$ cat src/hw/rtl/zigzag_varint_decoder_unit_defines.svh
// ----------------------------------------------------------------------------
// Assertion macros for the zigzag varint decoder
// Concurrent checks on clk_i, disabled while rst_ni is low.
// ----------------------------------------------------------------------------
`ifndef ZIGZAG_VARINT_DECODER_UNIT_DEFINES_SVH
`define ZIGZAG_VARINT_DECODER_UNIT_DEFINES_SVH

`ifndef ASSERT_OFF
`define ZVD_ASSERT(lbl, prop, msg) \
  lbl: assert property (@(posedge clk_i) disable iff (!rst_ni) (prop)) else $error(msg);
`define ZVD_ASSERT_NEVER(lbl, cond, msg) \
  `ZVD_ASSERT(lbl, !(cond), msg)
`else
`define ZVD_ASSERT(lbl, prop, msg)
`define ZVD_ASSERT_NEVER(lbl, cond, msg)
`endif

`endif

$ cat src/hw/rtl/zvd_pkg.sv
// ----------------------------------------------------------------------------
// Zigzag varint decoder package
// Field widths, width codes, per-width tables and shared stage types.
// ----------------------------------------------------------------------------
package zvd_pkg;

  localparam int unsigned ByteW   = 8;
  localparam int unsigned GroupW  = 7;
  localparam int unsigned WcodeW  = 2;
  localparam int unsigned ValueW  = 64;
  localparam int unsigned CountW  = 4;
  localparam int unsigned ShiftW  = 6;

  localparam logic [GroupW-1:0] DataMask = 7'b1111111;
  localparam logic [ByteW-1:0]  ContMask = 8'b10000000;

  typedef enum logic [WcodeW-1:0] {
    W8  = 2'd0,
    W16 = 2'd1,
    W32 = 2'd2,
    W64 = 2'd3
  } width_e;

  typedef struct packed {
    logic [ByteW-1:0]  data_byte;
    logic [WcodeW-1:0] width_code;
  } beat_t;

  typedef struct packed {
    logic [ValueW-1:0] value;
    logic              too_long;
    logic [CountW-1:0] byte_count;
  } result_t;

  typedef struct packed {
    logic    produce;
    result_t res;
  } dec_out_t;

  function automatic logic [CountW-1:0] last_index(input width_e wc);
    logic [CountW-1:0] r;
    case (wc)
      W8:      r = 4'd1;
      W16:     r = 4'd2;
      W32:     r = 4'd4;
      W64:     r = 4'd9;
      default: r = 4'd9;
    endcase
    return r;
  endfunction

  function automatic logic [GroupW-1:0] excess_mask(input width_e wc);
    logic [GroupW-1:0] r;
    case (wc)
      W8:      r = 7'h7E;
      W16:     r = 7'h7C;
      W32:     r = 7'h70;
      W64:     r = 7'h7E;
      default: r = 7'h7E;
    endcase
    return r;
  endfunction

  function automatic logic [ValueW-1:0] width_mask(input width_e wc);
    logic [ValueW-1:0] r;
    case (wc)
      W8:      r = 64'h0000_0000_0000_00FF;
      W16:     r = 64'h0000_0000_0000_FFFF;
      W32:     r = 64'h0000_0000_FFFF_FFFF;
      W64:     r = 64'hFFFF_FFFF_FFFF_FFFF;
      default: r = 64'hFFFF_FFFF_FFFF_FFFF;
    endcase
    return r;
  endfunction

endpackage

$ cat src/hw/rtl/zvd_in_if.sv
// ----------------------------------------------------------------------------
// Input channel
// Valid/ready channel carrying one encoded byte and a width code per beat.
// ----------------------------------------------------------------------------
interface zvd_in_if import zvd_pkg::*; ();
  logic              valid;
  logic              ready;
  logic [ByteW-1:0]  data_byte;
  logic [WcodeW-1:0] width_code;

  modport source (output valid, output data_byte, output width_code, input ready);
  modport sink   (input valid, input data_byte, input width_code, output ready);
endinterface

$ cat src/hw/rtl/zvd_out_if.sv
// ----------------------------------------------------------------------------
// Output channel
// Valid/ready channel carrying one decoded value or error per beat.
// ----------------------------------------------------------------------------
interface zvd_out_if import zvd_pkg::*; ();
  logic              valid;
  logic              ready;
  logic [ValueW-1:0] value;
  logic              too_long;
  logic [CountW-1:0] byte_count;

  modport source (output valid, output value, output too_long, output byte_count,
                  input ready);
  modport sink   (input valid, input value, input too_long, input byte_count,
                  output ready);
endinterface

$ cat src/hw/rtl/zvd_in_reg.sv
// ----------------------------------------------------------------------------
// Input register
// Holds one accepted beat until the decode stage consumes it.
// ----------------------------------------------------------------------------
module zvd_in_reg import zvd_pkg::*; (
  input  logic  clk_i,
  input  logic  rst_ni,
  input  logic  valid_i,
  output logic  ready_o,
  input  beat_t beat_i,
  input  logic  advance_i,
  output logic  valid_o,
  output beat_t beat_o
);

  logic  valid_q, valid_d;
  beat_t beat_q, beat_d;

  assign ready_o = !valid_q || advance_i;

  always_comb begin
    valid_d = valid_q;
    beat_d  = beat_q;
    if (ready_o) begin
      valid_d = valid_i;
      if (valid_i) begin
        beat_d = beat_i;
      end
    end
  end

  always_ff @(posedge clk_i or negedge rst_ni) begin
    if (!rst_ni) begin
      valid_q <= 1'b0;
    end else begin
      valid_q <= valid_d;
    end
  end

  always_ff @(posedge clk_i) begin
    beat_q <= beat_d;
  end

  assign valid_o = valid_q;
  assign beat_o  = beat_q;

endmodule

$ cat src/hw/rtl/zvd_decode.sv
// ----------------------------------------------------------------------------
// Decode stage
// Gathers seven data bits per byte, checks the length limit and undoes the
// zigzag mapping when a value ends.
// ----------------------------------------------------------------------------
module zvd_decode import zvd_pkg::*; (
  input  logic     clk_i,
  input  logic     rst_ni,
  input  logic     fire_i,
  input  beat_t    beat_i,
  output dec_out_t dec_o
);

  logic [ValueW-1:0] acc_q, acc_d;
  logic [CountW-1:0] seen_q, seen_d;
  width_e            held_q, held_d;

  width_e            wc;
  logic [CountW-1:0] last;
  logic [CountW-1:0] pos;
  logic [CountW-1:0] count;
  logic [GroupW-1:0] data;
  logic              cont;
  logic              err;
  logic [ShiftW-1:0] shamt;
  logic [ValueW-1:0] acc_new;
  logic [ValueW-1:0] wmask;
  logic [ValueW-1:0] zz;
  logic [ValueW-1:0] unzz;

  always_comb begin
    wc      = (seen_q == '0) ? width_e'(beat_i.width_code) : held_q;
    last    = last_index(wc);
    pos     = (seen_q > last) ? last : seen_q;
    count   = pos + 4'd1;
    data    = beat_i.data_byte[GroupW-1:0] & DataMask;
    cont    = (beat_i.data_byte & ContMask) != '0;
    err     = (pos == last) && (((data & excess_mask(wc)) != '0) || cont);
    shamt   = {2'b00, pos} * 6'd7;
    acc_new = acc_q | ({57'd0, data} << shamt);
    wmask   = width_mask(wc);
    zz      = acc_new & wmask;
    unzz    = ({1'b0, zz[ValueW-1:1]} ^ {ValueW{zz[0]}}) & wmask;

    dec_o.produce        = err || !cont;
    dec_o.res.value      = err ? '0 : unzz;
    dec_o.res.too_long   = err;
    dec_o.res.byte_count = count;

    acc_d  = acc_q;
    seen_d = seen_q;
    held_d = held_q;
    if (fire_i) begin
      if (err || !cont) begin
        acc_d  = '0;
        seen_d = '0;
        held_d = W8;
      end else begin
        acc_d  = acc_new;
        seen_d = count;
        held_d = wc;
      end
    end
  end

  always_ff @(posedge clk_i or negedge rst_ni) begin
    if (!rst_ni) begin
      acc_q  <= '0;
      seen_q <= '0;
      held_q <= W8;
    end else begin
      acc_q  <= acc_d;
      seen_q <= seen_d;
      held_q <= held_d;
    end
  end

endmodule

$ cat src/hw/rtl/zvd_out_reg.sv
// ----------------------------------------------------------------------------
// Result register
// Holds one result beat until the downstream side takes it.
// ----------------------------------------------------------------------------
module zvd_out_reg import zvd_pkg::*; (
  input  logic    clk_i,
  input  logic    rst_ni,
  input  logic    load_i,
  input  result_t res_i,
  input  logic    ready_i,
  output logic    advance_o,
  output logic    valid_o,
  output result_t res_o
);

  logic    valid_q, valid_d;
  result_t res_q, res_d;

  assign advance_o = !valid_q || ready_i;

  always_comb begin
    valid_d = valid_q;
    res_d   = res_q;
    if (advance_o) begin
      valid_d = load_i;
      if (load_i) begin
        res_d = res_i;
      end
    end
  end

  always_ff @(posedge clk_i or negedge rst_ni) begin
    if (!rst_ni) begin
      valid_q <= 1'b0;
    end else begin
      valid_q <= valid_d;
    end
  end

  always_ff @(posedge clk_i) begin
    res_q <= res_d;
  end

  assign valid_o = valid_q;
  assign res_o   = res_q;

endmodule

$ cat src/hw/rtl/zigzag_varint_decoder_unit.sv
// A result is loaded into the result register when the beat of its final byte leaves the input register.
// Throughput: one byte per cycle while the result register is not stalled; the accumulator update in
// the decode stage is combinational, so bytes of one value follow back to back.
// Reset: asynchronous, clears the accumulator, byte count, held width and
// both stage valid flags; no clearing pass is needed.
// ----------------------------------------------------------------------------
// Zigzag varint decoder, top level
// Input register, decode stage with accumulator state, and result register.
// ----------------------------------------------------------------------------
`include "zigzag_varint_decoder_unit_defines.svh"

module zigzag_varint_decoder_unit import zvd_pkg::*; (
  input  logic      clk_i,
  input  logic      rst_ni,
  zvd_in_if.sink    in_i,
  zvd_out_if.source out_o
);

  beat_t    in_beat;
  beat_t    s1_beat;
  logic     s1_valid;
  logic     advance;
  logic     fire;
  dec_out_t dec;
  result_t  res;
  logic     res_valid;

  assign in_beat.data_byte  = in_i.data_byte;
  assign in_beat.width_code = in_i.width_code;

  zvd_in_reg u_in_reg (
    .clk_i     (clk_i),
    .rst_ni    (rst_ni),
    .valid_i   (in_i.valid),
    .ready_o   (in_i.ready),
    .beat_i    (in_beat),
    .advance_i (advance),
    .valid_o   (s1_valid),
    .beat_o    (s1_beat)
  );

  assign fire = s1_valid && advance;

  zvd_decode u_decode (
    .clk_i  (clk_i),
    .rst_ni (rst_ni),
    .fire_i (fire),
    .beat_i (s1_beat),
    .dec_o  (dec)
  );

  zvd_out_reg u_out_reg (
    .clk_i     (clk_i),
    .rst_ni    (rst_ni),
    .load_i    (fire && dec.produce),
    .res_i     (dec.res),
    .ready_i   (out_o.ready),
    .advance_o (advance),
    .valid_o   (res_valid),
    .res_o     (res)
  );

  assign out_o.valid      = res_valid;
  assign out_o.value      = res.value;
  assign out_o.too_long   = res.too_long;
  assign out_o.byte_count = res.byte_count;

  `ZVD_ASSERT(a_err_value_zero, (res_valid && res.too_long) |-> (res.value == '0), "error beat with nonzero value")
  `ZVD_ASSERT_NEVER(a_count_range, res_valid && ((res.byte_count == 4'd0) || (res.byte_count > 4'd10)), "byte count out of range")
  `ZVD_ASSERT(a_stage_hold, (s1_valid && !advance) |=> (s1_valid && $stable(s1_beat)), "input stage lost a stalled beat")

endmodule

$ cat src/flat_wrapper.sv
// flat-port wrapper written by rule: the top's interface ports become plain ports
module zigzag_varint_decoder_unit_flat import zvd_pkg::*;
  (clk_i, rst_ni, in_i_valid, in_i_data_byte, in_i_width_code, in_i_ready, out_o_valid, out_o_value, out_o_too_long, out_o_byte_count, out_o_ready);
  zvd_in_if in_i_i ();
  zvd_out_if out_o_i ();
  input  logic clk_i;
  input  logic rst_ni;
  input wire logic [$bits(in_i_i.valid)-1:0] in_i_valid;
  input wire logic [$bits(in_i_i.data_byte)-1:0] in_i_data_byte;
  input wire logic [$bits(in_i_i.width_code)-1:0] in_i_width_code;
  output wire logic [$bits(in_i_i.ready)-1:0] in_i_ready;
  output wire logic [$bits(out_o_i.valid)-1:0] out_o_valid;
  output wire logic [$bits(out_o_i.value)-1:0] out_o_value;
  output wire logic [$bits(out_o_i.too_long)-1:0] out_o_too_long;
  output wire logic [$bits(out_o_i.byte_count)-1:0] out_o_byte_count;
  input wire logic [$bits(out_o_i.ready)-1:0] out_o_ready;
  assign in_i_i.valid = in_i_valid;
  assign in_i_i.data_byte = in_i_data_byte;
  assign in_i_i.width_code = in_i_width_code;
  assign in_i_ready = in_i_i.ready;
  assign out_o_valid = out_o_i.valid;
  assign out_o_value = out_o_i.value;
  assign out_o_too_long = out_o_i.too_long;
  assign out_o_byte_count = out_o_i.byte_count;
  assign out_o_i.ready = out_o_ready;
  zigzag_varint_decoder_unit u_core (.clk_i(clk_i), .rst_ni(rst_ni), .in_i(in_i_i), .out_o(out_o_i));
endmodule
$ cat config.mk
export PLATFORM = sky130hd
export DESIGN_NAME = zigzag_varint_decoder_unit_flat
export DESIGN_NICKNAME = d
export VERILOG_FILES = /design/src/hw/rtl/zvd_pkg.sv /design/src/hw/rtl/zvd_in_if.sv /design/src/hw/rtl/zvd_out_if.sv /design/src/hw/rtl/zvd_in_reg.sv /design/src/hw/rtl/zvd_decode.sv /design/src/hw/rtl/zvd_out_reg.sv /design/src/hw/rtl/zigzag_varint_decoder_unit.sv /design/src/flat_wrapper.sv
export VERILOG_INCLUDE_DIRS = /design/src /design/src/hw/rtl
export SDC_FILE = /design/constraint.sdc
export NUM_CORES = 1
export LEC_CHECK = 0
export ABC_CLOCK_PERIOD_IN_PS = 5940
export BUFFER_PORTS_ARGS = -buffer_cell sky130_fd_sc_hd__buf_4
export CAP_MARGIN = 20
export CORE_ASPECT_RATIO = 0.9
export CORE_MARGIN = 1
export CORE_UTILIZATION = 41
export CTS_CLUSTER_DIAMETER = 40
export DETAILED_ROUTE_END_ITERATION = 12
export HOLD_SLACK_MARGIN = 0.06
export PLACE_DENSITY = 0.59
export SLEW_MARGIN = 10
export SYNTH_ARGS = -nofsm -noshare
export SYNTH_HDL_FRONTEND = slang
export SYNTH_HIERARCHICAL = 1
export SYNTH_SLANG_ARGS = --single-unit
$ cat constraint.sdc
create_clock -name clk_i -period 5.94 [get_ports clk_i]
set_input_delay 0.594 -clock clk_i [delete_from_list [all_inputs] [get_ports clk_i]]
set_output_delay 0.594 -clock clk_i [all_outputs]
set_load 0.05 [all_outputs]
# Word level (Yosys, flattened, before mapping)
# Index checks and enable logic that the tools add are counted.
# word_totals
word_cells,47
input_bits,14
output_inout_bits,71
ff_bits,151
# classes
magnitude_cmp,1
n_eq_ne,4
n_mux,8
shifts,1
bitwise_logic,5
addsub,1
reduce_logical,16
mul,1
# ops
operator,count
$pmux 64 s4,1
$and 64x64->64,2
$mux 64,1
$or 64x64->64,1
$shl 7x6->64,1
$xor 63x64->64,1
$pmux 7 s3,1
$pmux 4 s4,1
$mux 4,2
$and 7x7->7,1
$reduce_bool 7->1,1
$mul 4x3->6 const B,1
$add 4x1->4 const B,1
$eq 2x2->1 const B,2
$eq 4x4->1,1
$gt 4x4->1,1
$logic_not 4->1,1
$logic_or 1x1->1,4
$mux 2,2
$reduce_and 2->1,2
$logic_and 1x1->1,3
$logic_not 1->1,3
$eq 2x1->1 const B,1
$logic_not 2->1,1
$reduce_or 2->1,1

# Depth between registers and ports, before layout
# Gate-level depths: netlist of the first run.
# depth
word_depth,12
mapped_depth,31
depth_no_buf,26

# By module
# The synthesis of the first run kept the hierarchy.
# modules_own_cells
mod,cells_per_inst,instances,seq_area_each_um2,area_per_inst_um2
zvd_decode,629,1,1751.7,5325.1
zvd_out_reg,73,1,2097.0,2125.8
zvd_in_reg,14,1,325.3,354.1
zigzag_varint_decoder_unit,2,1,0.0,12.5

# Worst setup path after synthesis of the first run
# OpenSTA, ideal clock, no wires.
# synth_path
path_type,register -> register
startpoint,register u_core.u_decode.seen_q[0]
endpoint,"register u_core.u_out_reg.res_q (netlist bit u_core/u_out_reg/res_o[35]), data pin"
period_less_slack_ns,6.141
arrival_time_ns,5.881
required_ns,5.679
setup_ns,0.261
path_slack_ns,-0.201
path_stages_with_launch,32
path_buffers,6
cell_sequence,dfrtp_1 > buf_2 > nor4_1 > mux2_2 > inv_1 > ha_1 > inv_1 > ha_1 > nor2b_4 > o211a_4 > o21a_1 > buf_6 > mux2i_4 > inv_2 > buf_6 > xnor2_1 > xnor2_1 > ha_1 > inv_1 > fa_1 > xor2_1 > nand2_1 > o21ai_0 > a22o_1 > and2_1 > buf_2 > a21oi_1 > buf_2 > buf_2 > nor4_1 > a31oi_1 > nand3_1
# synth_between
elab_chain_len,12
elab_cells_between_ends,23
cone_classes,mul (1); order compare (1); eq/ne (4); shift (1); mux (5); bitwise (5); reduce/logical (6)
# synth_rtl
item,line,source
start: declaration,zvd_decode.sv:15,"logic [CountW-1:0] seen_q, seen_d;"
start signal: assignment,zvd_decode.sv:73,seen_q <= seen_d;
$logic_not 4->1,zvd_decode.sv:32,wc = (seen_q == '0) ? width_e'(beat_i.width_code) : held_q;
$mux 2,zvd_decode.sv:32,
"$eq 2x2->1, or another cell as far along","zvd_pkg.sv:42, zvd_pkg.sv:54, zvd_pkg.sv:66",
$pmux 4 s4,zvd_pkg.sv:42,case (wc)
$gt 4x4->1,zvd_decode.sv:34,pos = (seen_q > last) ? last : seen_q;
$mux 4,zvd_decode.sv:34,
$mul 4x3->6,zvd_decode.sv:39,"shamt = {2'b00, pos} * 6'd7;"
$shl 7x6->64,zvd_decode.sv:40,"acc_new = acc_q | ({57'd0, data} << shamt);"
$or 64x64->64,zvd_decode.sv:40,
$and 64x64->64,zvd_decode.sv:42,zz = acc_new & wmask;
$xor 63x64->64,zvd_decode.sv:43,"unzz = ({1'b0, zz[ValueW-1:1]} ^ {ValueW{zz[0]}}) & wmask;"
$and 64x64->64,zvd_decode.sv:43,
end signal: assignment,zvd_out_reg.sv:41,res_q <= res_d;
end: declaration,zvd_out_reg.sv:17,"result_t res_q, res_d;"
# Parallel ways exist; a longest one is shown, timed or not. The select of a mux whose other input is x is not followed.
# A chain may end at the register's enable or synchronous reset.

# Worst setup path after layout of the first run
# layout_path
startpoint,register u_core.u_decode.seen_q[0]
endpoint,"register u_core.u_out_reg.res_q (netlist bit u_core/u_out_reg/res_o[51]), data pin"
# The elaborated chain is that of the path after synthesis.

==> qor.csv, run 1 <==
metric;value;unit
status;finished, final reports clean;
Root Buffer;clkbuf_16;
hpwl dp;15700;microns
Layout Utilization;52.2;%
clk_lat worst skew;0.43;ns
total congestion overflow;0;
Slew Limit Fails;0;
clock slew at reported path FFs;0.07;ns
die area;19600;sq um
DRC viols;0;
ys flop type;edfxtp_1;
Max Clock Freq;175;MHz
Via Count;6319;
gpl congestion;0.917;
die width;148;microns
relative slew slack;32.3;%
CP delay by family, top;simple AND/OR/NAND/NOR gates;
first-pass GRT wire length;35200;microns
final clock skew;0.0112;ns
synthesized area;7820;sq um
number of port buffers;84;
Slew @ Worst Pin;1.01;ns
CORE AREA;18500;sq um
CP max stage cell;fa_1;
global-route usage over all layers;24.1;%
EDFF count, synth;79;
Avg Inst Size Synth;10.9;sq um
Min Clock Period, post-route;5.72;ns
IO Pins;85;
net count after synthesis;747;
n_diodes;0;
final setup vio count;0;
Worst Path Max Fanout;5;
num rows;47;
data arrival time of the worst path;6.01;ns
CP Buf/Inv Count;6;
pin count of the biggest net entering global routing;73;
WL/cell;21.1;microns
maxcap violations;0;
CP Capture Type;flop;
fin nets;857;
post-place setup slack;-0.0666;ns
synth warn;6;
antenna violations before repair;0;
CTS H-tree depth;4;
Inserted Clock Buffers;17;
# clock sinks;151;
CP most frequent cell;buf_4;
Largest stage delay, worst path;0.48;ns
Gate Count Post-Synth;718;
via count of the first global-routing pass;6127;
share of layout cells above drive strength 1;26.9;%
First DRT Iteration DRCs;654;
Final period util;96.2;%
iteration count of the initial detailed-routing pass;7;
Max clock buf depth;2;
synthesis-stage register bit count;151;
cts hold-fix bufs;0;
synth-to-layout area growth;23.7;%
worst path required time;6.23;ns
PnR worst setup slack;0.224;ns
CTS tree;done;
final WL;22900;microns
Worst Hold Class;input pin to asynchronous set/reset pin;
post-synthesis sequential area ratio;53.4;%
Detail Route Antenna Nets;0;
vias per cell;5.82;
final hold vios;0;
Distinct cells, synth;75;
Critical Path Source Type;flop;
async set-reset flop share out of synthesis;47.7;%
Starting Density;42.2;%
die height;133;microns
critical path class;flop to flop;
## cell families after synthesis
family,after synthesis,share of synthesized area (%)
fa+ha+maj,15,2.50
flops,151,53.4
mux,44,6.07
simple gates,197,12.4
buf+inv,67,3.81
xor+xnor,22,2.66
compound gates,222,19.2
## flip-flops by register name, summed over array words and instances (netlist names)
register / flops
u_core/u_out_reg/res_o: 69
u_core/u_decode/seen_q: 4
u_core/u_in_reg/valid_o: 1
u_core/u_in_reg/beat_o: 10
u_core/u_decode/acc_q: 64
u_core/u_out_reg/valid_o: 1
u_core/u_decode/held_q: 2
## path summary, 6_finish.rpt
check                                          start                          to  slack, ns  depth (start not counted)
setup / recovery           u_core/u_decode/seen_q[0]  u_core/u_out_reg/res_o[51]       0.22                         26
max in group asynchronous                     rst_ni    u_core/u_decode/acc_q[2]       4.98                          1
hold reg to reg            u_core/u_decode/acc_q[35]   u_core/u_decode/acc_q[35]       0.49                          1
min in group clk_i                 in_i_data_byte[7]   u_core/u_in_reg/beat_o[9]       0.34                          1
setup reg to reg           u_core/u_decode/seen_q[0]  u_core/u_out_reg/res_o[51]       0.22                         26
hold / removal                                rst_ni    u_core/u_out_reg/valid_o       0.31                          1
## cell usage after synthesis (3+ instances only)
cell       number  share of area, %
dfrtp_1        72                23
or3_1          12              0.96
o21ai_1        12              0.77
o22ai_1         3              0.24
a21o_1          5              0.48
nor3_1          6              0.38
a211oi_1        5              0.48
nand4_1         8              0.64
and2_1          7              0.56
a22o_1         14               1.6
mux2i_1        38               4.9
nand3_1        14              0.90
o21ai_0        23               1.5
edfxtp_1       79                30
clkbuf_1       21               1.0
a31oi_1        33               2.6
nand2b_1        8              0.64
buf_2          10              0.64
buf_4           3              0.29
xnor2_1        18               2.0
a21oi_1        70               4.5
o2bb2ai_1      10               1.1
nor4_1          7              0.56
buf_6           3              0.43
a21oi_2        10               1.1
inv_1          24               1.2
nand2_1        42               2.0
ha_1           14               2.2
o211ai_1        6              0.58
mux2_2          3              0.43
nor2_1         74               3.6
or4_1           4              0.38
## cell type report
class,count,area (sq um)
repair buffers,129,1010
inverters,28,105
well taps,245,307
clock buffers,22,517
clock inverters,10,105
fillers,1672,8860
multi-input cells,501,3450
flip-flops and latches,151,4170
## cell usage in the layout, fill, tap and decap left out, drive strengths merged, types with 9 or more instances in the layout
master | Yosys | final
a21oi | 80 | 81
a22o | 15 | 15
a31oi | 34 | 34
and2 | 9 | 9
buf | 18 | 128
clkbuf | 21 | 23
dfrtp | 72 | 72
edfxtp | 79 | 79
ha | 14 | 14
inv | 26 | 29
mux2i | 39 | 39
nand2 | 43 | 43
nand2b | 10 | 10
nand3 | 14 | 14
nor2 | 76 | 76
o21ai | 36 | 36
o2bb2ai | 10 | 10
or3 | 12 | 12
xnor2 | 19 | 19
## per-layer routing
layer | up-vias | track usage (%) | share of wire, %
met2 | 280 | 37.2 | 45
met3 | 44 | 4.83 | 7.1
met4 | 0 | 7.96 | 2.2
met5 | - | 0 | 0
met1 | 3097 | 33.8 | 46
li1 | 2898 | - | -
## timing repair
action | in CTS | in global routing
endpoints found under the setup margin | 16 | 67
endpoints found under the hold margin | 0 | 0
pin swaps | 1 | 1
setup buffers | 4 | 1
cloned | 0 | 3
gates resized for setup | 1 | 18
## metrics by stage
step	setup TNS, ns	area (sq um)	hold WS [ns]	std cells
global route	-0.0695	9670	0.322	1086
global placement	0	8900	0.468	1045
detailed placement	-0.541	8900	0.474	1045
finish	0	9670	0.313	1086
floorplan	0	7850	0.298	718
CTS	0	9550	0.323	1081
Power of run 1 is left out: the tool's default activity adds up to more than one toggle a clock period on the data nets, which glitch-free logic cannot reach.
==> inputs of run 2 (changes only) <==
--- a/config.mk
+++ b/config.mk
@@ -9,15 +9,18 @@
 export ABC_CLOCK_PERIOD_IN_PS = 5940
 export BUFFER_PORTS_ARGS = -buffer_cell sky130_fd_sc_hd__buf_4
 export CAP_MARGIN = 20
+export CELL_PAD_IN_SITES_DETAIL_PLACEMENT = 0
+export CELL_PAD_IN_SITES_GLOBAL_PLACEMENT = 1
 export CORE_ASPECT_RATIO = 0.9
 export CORE_MARGIN = 1
-export CORE_UTILIZATION = 41
+export CORE_UTILIZATION = 42
 export CTS_CLUSTER_DIAMETER = 40
 export DETAILED_ROUTE_END_ITERATION = 12
 export HOLD_SLACK_MARGIN = 0.06
-export PLACE_DENSITY = 0.59
+export PLACE_DENSITY = 0.74
 export SLEW_MARGIN = 10
 export SYNTH_ARGS = -nofsm -noshare
 export SYNTH_HDL_FRONTEND = slang
 export SYNTH_HIERARCHICAL = 1
 export SYNTH_SLANG_ARGS = --single-unit
+export TNS_END_PERCENT = 20
==> qor.csv, run 2 (synthesis gave the netlist of run 1 again) <==
metric;value;unit;change
CTS H-tree depth;4;;unchanged
Min Clock Period, post-route;5.65;ns;was 5.72 ns
post-place setup slack;0.0465;ns;was -0.0666 ns
Via Count;6267;;was 6319
final clock skew;0.0133;ns;was 0.0112 ns
synth-to-layout area growth;23.3;%;was 23.7%
Detail Route Antenna Nets;0;;unchanged
Multi-input gate area;3440;sq um;was 3450 sq um
cts hold-fix bufs;0;;unchanged
commonest cells after routing, fill and taps aside;buf_4 (126), edfxtp_1 (79), nor2_1 (73), dfrtp_1 (70), a21oi_1 (68);;was buf_4 (123), edfxtp_1 (79), nor2_1 (74), dfrtp_1 (72), a21oi_1 (67)
n_diodes;0;;unchanged
number of port buffers;84;;unchanged
DR top layer;met4;;unchanged
vias per cell;5.80;;was 5.82
Worst Path Max Fanout;6;;was 5
die area;19200;sq um;was 19600 sq um
max reg flops;69;;unchanged
die height;131;microns;was 133 microns
num rows;46;;was 47
final WL;22700;microns;was 22900 microns
worst r2r path cells;26;;unchanged
clock slew at reported path FFs;0.07;ns;about the same
hpwl dp;15600;microns;was 15700 microns
Slew Limit Fails;0;;unchanged
relative slew slack;26.3;%;was 32.3%
Slew @ Worst Pin;1.10;ns;was 1.01 ns
R2R setup slack;0.29;ns;was 0.22 ns
# fillers;1583;;was 1672
data arrival time of the worst path;5.80;ns;was 6.01 ns
Max clock buf depth;2;;unchanged
Max Clock Freq;177;MHz;was 175 MHz
placed cell areas;8900;sq um;about the same
IO Pins;85;;unchanged
antenna violations before repair;0;;unchanged
final hold vios;0;;unchanged
iteration count of the initial detailed-routing pass;6;;was 7
WL/cell;21.0;microns;was 21.1 microns
via count of the first global-routing pass;5950;;was 6127
final setup vio count;0;;unchanged
Starting Density;43.7;%;was 42.2%
Inserted Clock Buffers;17;;unchanged
DRC viols;0;;unchanged
commonest non-fill, non-tap cell in the layout;buf_4;;unchanged
total congestion overflow;0;;unchanged
first-pass GRT wire length;35100;microns;was 35200 microns
First DRT Iteration DRCs;558;;was 654
maxcap violations;0;;unchanged
post-route setup TNS;0;ns;unchanged
Final period util;95.1;%;was 96.2%
Final Cell Area;9640;sq um;was 9670 sq um
met2 WL;10000;microns;was 10200 microns
die width;146;microns;was 148 microns
global-route usage over all layers;24.3;%;was 24.1%
gpl congestion;0.933;;was 0.917
fin nets;856;;was 857
Reg area;4180;sq um;was 4170 sq um
status;finished, final reports clean;;unchanged
PnR worst setup slack;0.292;ns;was 0.224 ns
pin count of the biggest net entering global routing;73;;unchanged
met3 WL;1670;microns;was 1620 microns
Worst Hold Class;input pin to asynchronous set/reset pin;;unchanged
# clock sinks;151;;unchanged
clk_lat worst skew;0.43;ns;about the same
CP Capture Type;flop;;unchanged
Post-Route M1 WL;10700;microns;was 10500 microns
share of layout cells above drive strength 1;26.7;%;was 26.9%
CTS tree;done;;unchanged
critical path class;flop to flop;;unchanged
CORE AREA;17900;sq um;was 18500 sq um
worst path required time;6.09;ns;was 6.23 ns
Critical Path Source Type;flop;;unchanged
Root Buffer;clkbuf_16;;unchanged
[run 2: layer usage]
| metal | global-route usage (%) | vias to the layer above |
|---|---|---|
| li1 | - | 2895 |
| met1 | 36.0 | 3084 |
| met2 | 36.0 | 260 |
| met3 | 4.93 | 28 |
| met4 | 6.61 | 0 |
| met5 | 0 | - |
[run 2: final cells by class]
cell class / count / area share [%]
sequential: 151 / 43.3
inverter: 28 / 1.09
clock inverter: 15 / 1.96
clock buffer: 17 / 4.41
timing repair buffer: 129 / 10.4
multi-input combinational: 500 / 35.7
tap: 240 / 3.12
[run 2: stage by stage]
step,utilization (%),instances,hold WS [ns]
4_1_cts,53.2,1074,0.327
3_3_place_gp,49.7,1042,0.465
6_report,53.8,1080,0.282
3_5_place_dp,49.7,1042,0.473
5_1_grt,53.8,1080,0.327
2_1_floorplan,-,718,0.298
[run 2: critical path, cell delays in order, from the launching register on]
cell and delay (ns):
dfrtp_2 0.43, nor4_4 0.35, mux2_2 0.43, inv_1 0.10
ha_2 0.22, inv_1 0.09, ha_1 0.33, nand4_1 0.15
and2_1 0.21, o2bb2ai_1 0.16, nor2_2 0.23, buf_4 0.15
ha_1 0.13, inv_1 0.07, o21bai_1 0.20, inv_1 0.10
fa_2 0.38, xor2_1 0.17, nand2_1 0.07, o21ai_0 0.08
a22o_1 0.24, and2_1 0.20, a21oi_4 0.34, buf_4 0.24
nor3_1 0.06, mux2i_1 0.13, nand3_1 0.11
[run 2: path summary, 6_finish.rpt]
check,start,end
hold / removal,rst_ni,u_core/u_out_reg/valid_o
min in group clk_i,in_i_data_byte[5],u_core/u_in_reg/beat_o[7]
hold reg to reg,u_core/u_decode/acc_q[60],u_core/u_decode/acc_q[60]
max in group asynchronous,rst_ni,u_core/u_decode/seen_q[1]
setup reg to reg,u_core/u_decode/seen_q[1],u_core/u_out_reg/res_o[20]
setup / recovery,u_core/u_decode/seen_q[1],u_core/u_out_reg/res_o[20]
[run 2: what timing repair did]
item / CTS / global route
buffers inserted: 0 / 5
gates resized for setup: 0 / 15
setup endpoints to repair: 0 / 77
Power of run 2 is left out for the same reason.
==> inputs of run 3 (changes only) <==
--- a/config.mk
+++ b/config.mk
@@ -12,12 +12,12 @@
 export CELL_PAD_IN_SITES_DETAIL_PLACEMENT = 0
 export CELL_PAD_IN_SITES_GLOBAL_PLACEMENT = 1
 export CORE_ASPECT_RATIO = 0.9
-export CORE_MARGIN = 1
 export CORE_UTILIZATION = 42
 export CTS_CLUSTER_DIAMETER = 40
 export DETAILED_ROUTE_END_ITERATION = 12
 export HOLD_SLACK_MARGIN = 0.06
 export PLACE_DENSITY = 0.74
+export REMOVE_ABC_BUFFERS = 1
 export SLEW_MARGIN = 10
 export SYNTH_ARGS = -nofsm -noshare
 export SYNTH_HDL_FRONTEND = slang
==> qor.csv, run 3 (synthesis gave the netlist of run 1 again) <==
metric;value;unit;change
fin nets;854;;was 856
antenna violations before repair;0;;unchanged
PnR worst setup slack;0.298;ns;was 0.292 ns
data arrival time of the worst path;5.90;ns;was 5.80 ns
post-place setup slack;-0.127;ns;was 0.0465 ns
final clock skew;0.0129;ns;was 0.0133 ns
# fillers;1551;;was 1583
final hold vios;0;;unchanged
Detail Route Antenna Nets;0;;unchanged
synth-to-layout area growth;22.6;%;was 23.3%
n_diodes;0;;unchanged
max reg flops;69;;unchanged
num rows;46;;unchanged
Via Count;6312;;was 6267
commonest non-fill, non-tap cell in the layout;buf_4;;unchanged
Worst Path Max Fanout;11;;was 6
relative slew slack;27.2;%;was 26.3%
RSZ-0062 raised after global routing;no;;
final setup vio count;0;;unchanged
die height;131;microns;unchanged
Max clock buf depth;2;;unchanged
die width;146;microns;unchanged
Min Clock Period, post-route;5.64;ns;was 5.65 ns
Starting Density;43.7;%;unchanged
worst path required time;6.20;ns;was 6.09 ns
die area;19200;sq um;unchanged
vias per cell;5.86;;was 5.80
total congestion overflow;0;;unchanged
DRC viols;0;;unchanged
pin count of the biggest net entering global routing;73;;unchanged
final WL;22500;microns;was 22700 microns
critical path class;flop to flop;;unchanged
First DRT Iteration DRCs;595;;was 558
gpl congestion;0.908;;was 0.933
Multi-input gate area;3450;sq um;was 3440 sq um
CTS tree;done;;unchanged
Reg area;4170;sq um;was 4180 sq um
status;finished, final reports clean;;unchanged
hpwl dp;15500;microns;was 15600 microns
maxcap violations;0;;unchanged
first-pass GRT wire length;35300;microns;was 35100 microns
clock slew at reported path FFs;0.06;ns;was 0.07 ns
Slew @ Worst Pin;1.09;ns;was 1.10 ns
IO Pins;85;;unchanged
via count of the first global-routing pass;6257;;was 5950
CP Capture Type;flop;;unchanged
Final period util;95.0;%;was 95.1%
# clock sinks;151;;unchanged
number of port buffers;84;;unchanged
Slew Limit Fails;0;;unchanged
commonest cells after routing, fill and taps aside;buf_4 (122), edfxtp_1 (79), nor2_1 (74), dfrtp_1 (72), a21oi_1 (67);;was buf_4 (126), edfxtp_1 (79), nor2_1 (73), dfrtp_1 (70), a21oi_1 (68)
global-route usage over all layers;24.2;%;was 24.3%
clk_lat worst skew;0.43;ns;about the same
Root Buffer;clkbuf_16;;unchanged
iteration count of the initial detailed-routing pass;5;;was 6
Max Clock Freq;177;MHz;about the same
Worst Hold Class;input pin to asynchronous set/reset pin;;unchanged
share of layout cells above drive strength 1;25.8;%;was 26.7%
WL/cell;20.9;microns;was 21.0 microns
Inserted Clock Buffers;17;;unchanged
CORE AREA;17900;sq um;unchanged
CTS H-tree depth;4;;unchanged
Critical Path Source Type;flop;;unchanged
-- run 3: layout make-up --
type / count / share of cell area (%)
flip-flops and latches: 151 / 43.6
multi-input cells: 500 / 36.0
repair buffers: 127 / 10.3
clock buffers: 19 / 4.62
well taps: 240 / 3.13
clock inverters: 13 / 1.28
inverters: 28 / 1.10
-- run 3: what timing repair did --
action,CTS,global route
resized for setup,2,19
buffers inserted,0,1
endpoints found under the setup margin,44,64
pin swaps,0,2
hold buffers,0,0
gates cloned,0,2
-- run 3: critical path, stage by stage, from the launching register on --
cell and delay (ns):
dfrtp_1 0.40, nor4_4 0.35, mux2_4 0.37, inv_1 0.09, ha_1 0.17, inv_1 0.05
ha_1 0.28, nor2b_4 0.14, o211a_4 0.24, o21a_2 0.24, mux2i_4 0.19, inv_2 0.08
xnor2_2 0.19, xnor2_1 0.15, ha_2 0.22, inv_1 0.06, fa_1 0.47, xor2_1 0.22
nand2_1 0.08, o21ai_0 0.09, a22o_1 0.20, and2_4 0.23, a21oi_4 0.09, buf_4 0.17
clkbuf_16 0.17, or3_1 0.34, a21oi_1 0.19
-- run 3: through the flow --
step / hold slack [ns] / setup TNS (ns) / area (sq um) / util, % / std cells
6_report: 0.296 / 0 / 9580 / 53.5 / 1078
3_5_place_dp: 0.473 / -2.12 / 8880 / 49.6 / 1043
3_3_place_gp: 0.472 / 0 / 8880 / 49.6 / 1043
2_1_floorplan: 0.298 / -153.93 / 7620 / - / 679
5_1_grt: 0.321 / 0 / 9580 / 53.5 / 1078
4_1_cts: 0.326 / 0 / 9460 / 52.8 / 1075
-- run 3: path summary, 6_finish.rpt --
path	cells after the start	start	slack (ns)	endpoint
worst max-delay path	26	u_core/u_decode/seen_q[3]	0.30	u_core/u_out_reg/res_o[24]
worst min-delay path	1	rst_ni	0.30	u_core/u_decode/seen_q[3]
worst max register to register	26	u_core/u_decode/seen_q[3]	0.30	u_core/u_out_reg/res_o[24]
worst min register to register	2	u_core/u_decode/acc_q[60]	0.49	u_core/u_decode/acc_q[60]
max in group asynchronous	1	rst_ni	4.98	u_core/u_decode/acc_q[18]
min in group clk_i	1	in_i_data_byte[4]	0.34	u_core/u_in_reg/beat_o[6]
-- run 3: routing by layer --
layer	routed length (microns)	global-route usage (%)
met5	0	0
met3	1700	5.97
met4	686	10.2
met2	10400	37.5
met1	9760	32.3
Power of run 3 is left out for the same reason.
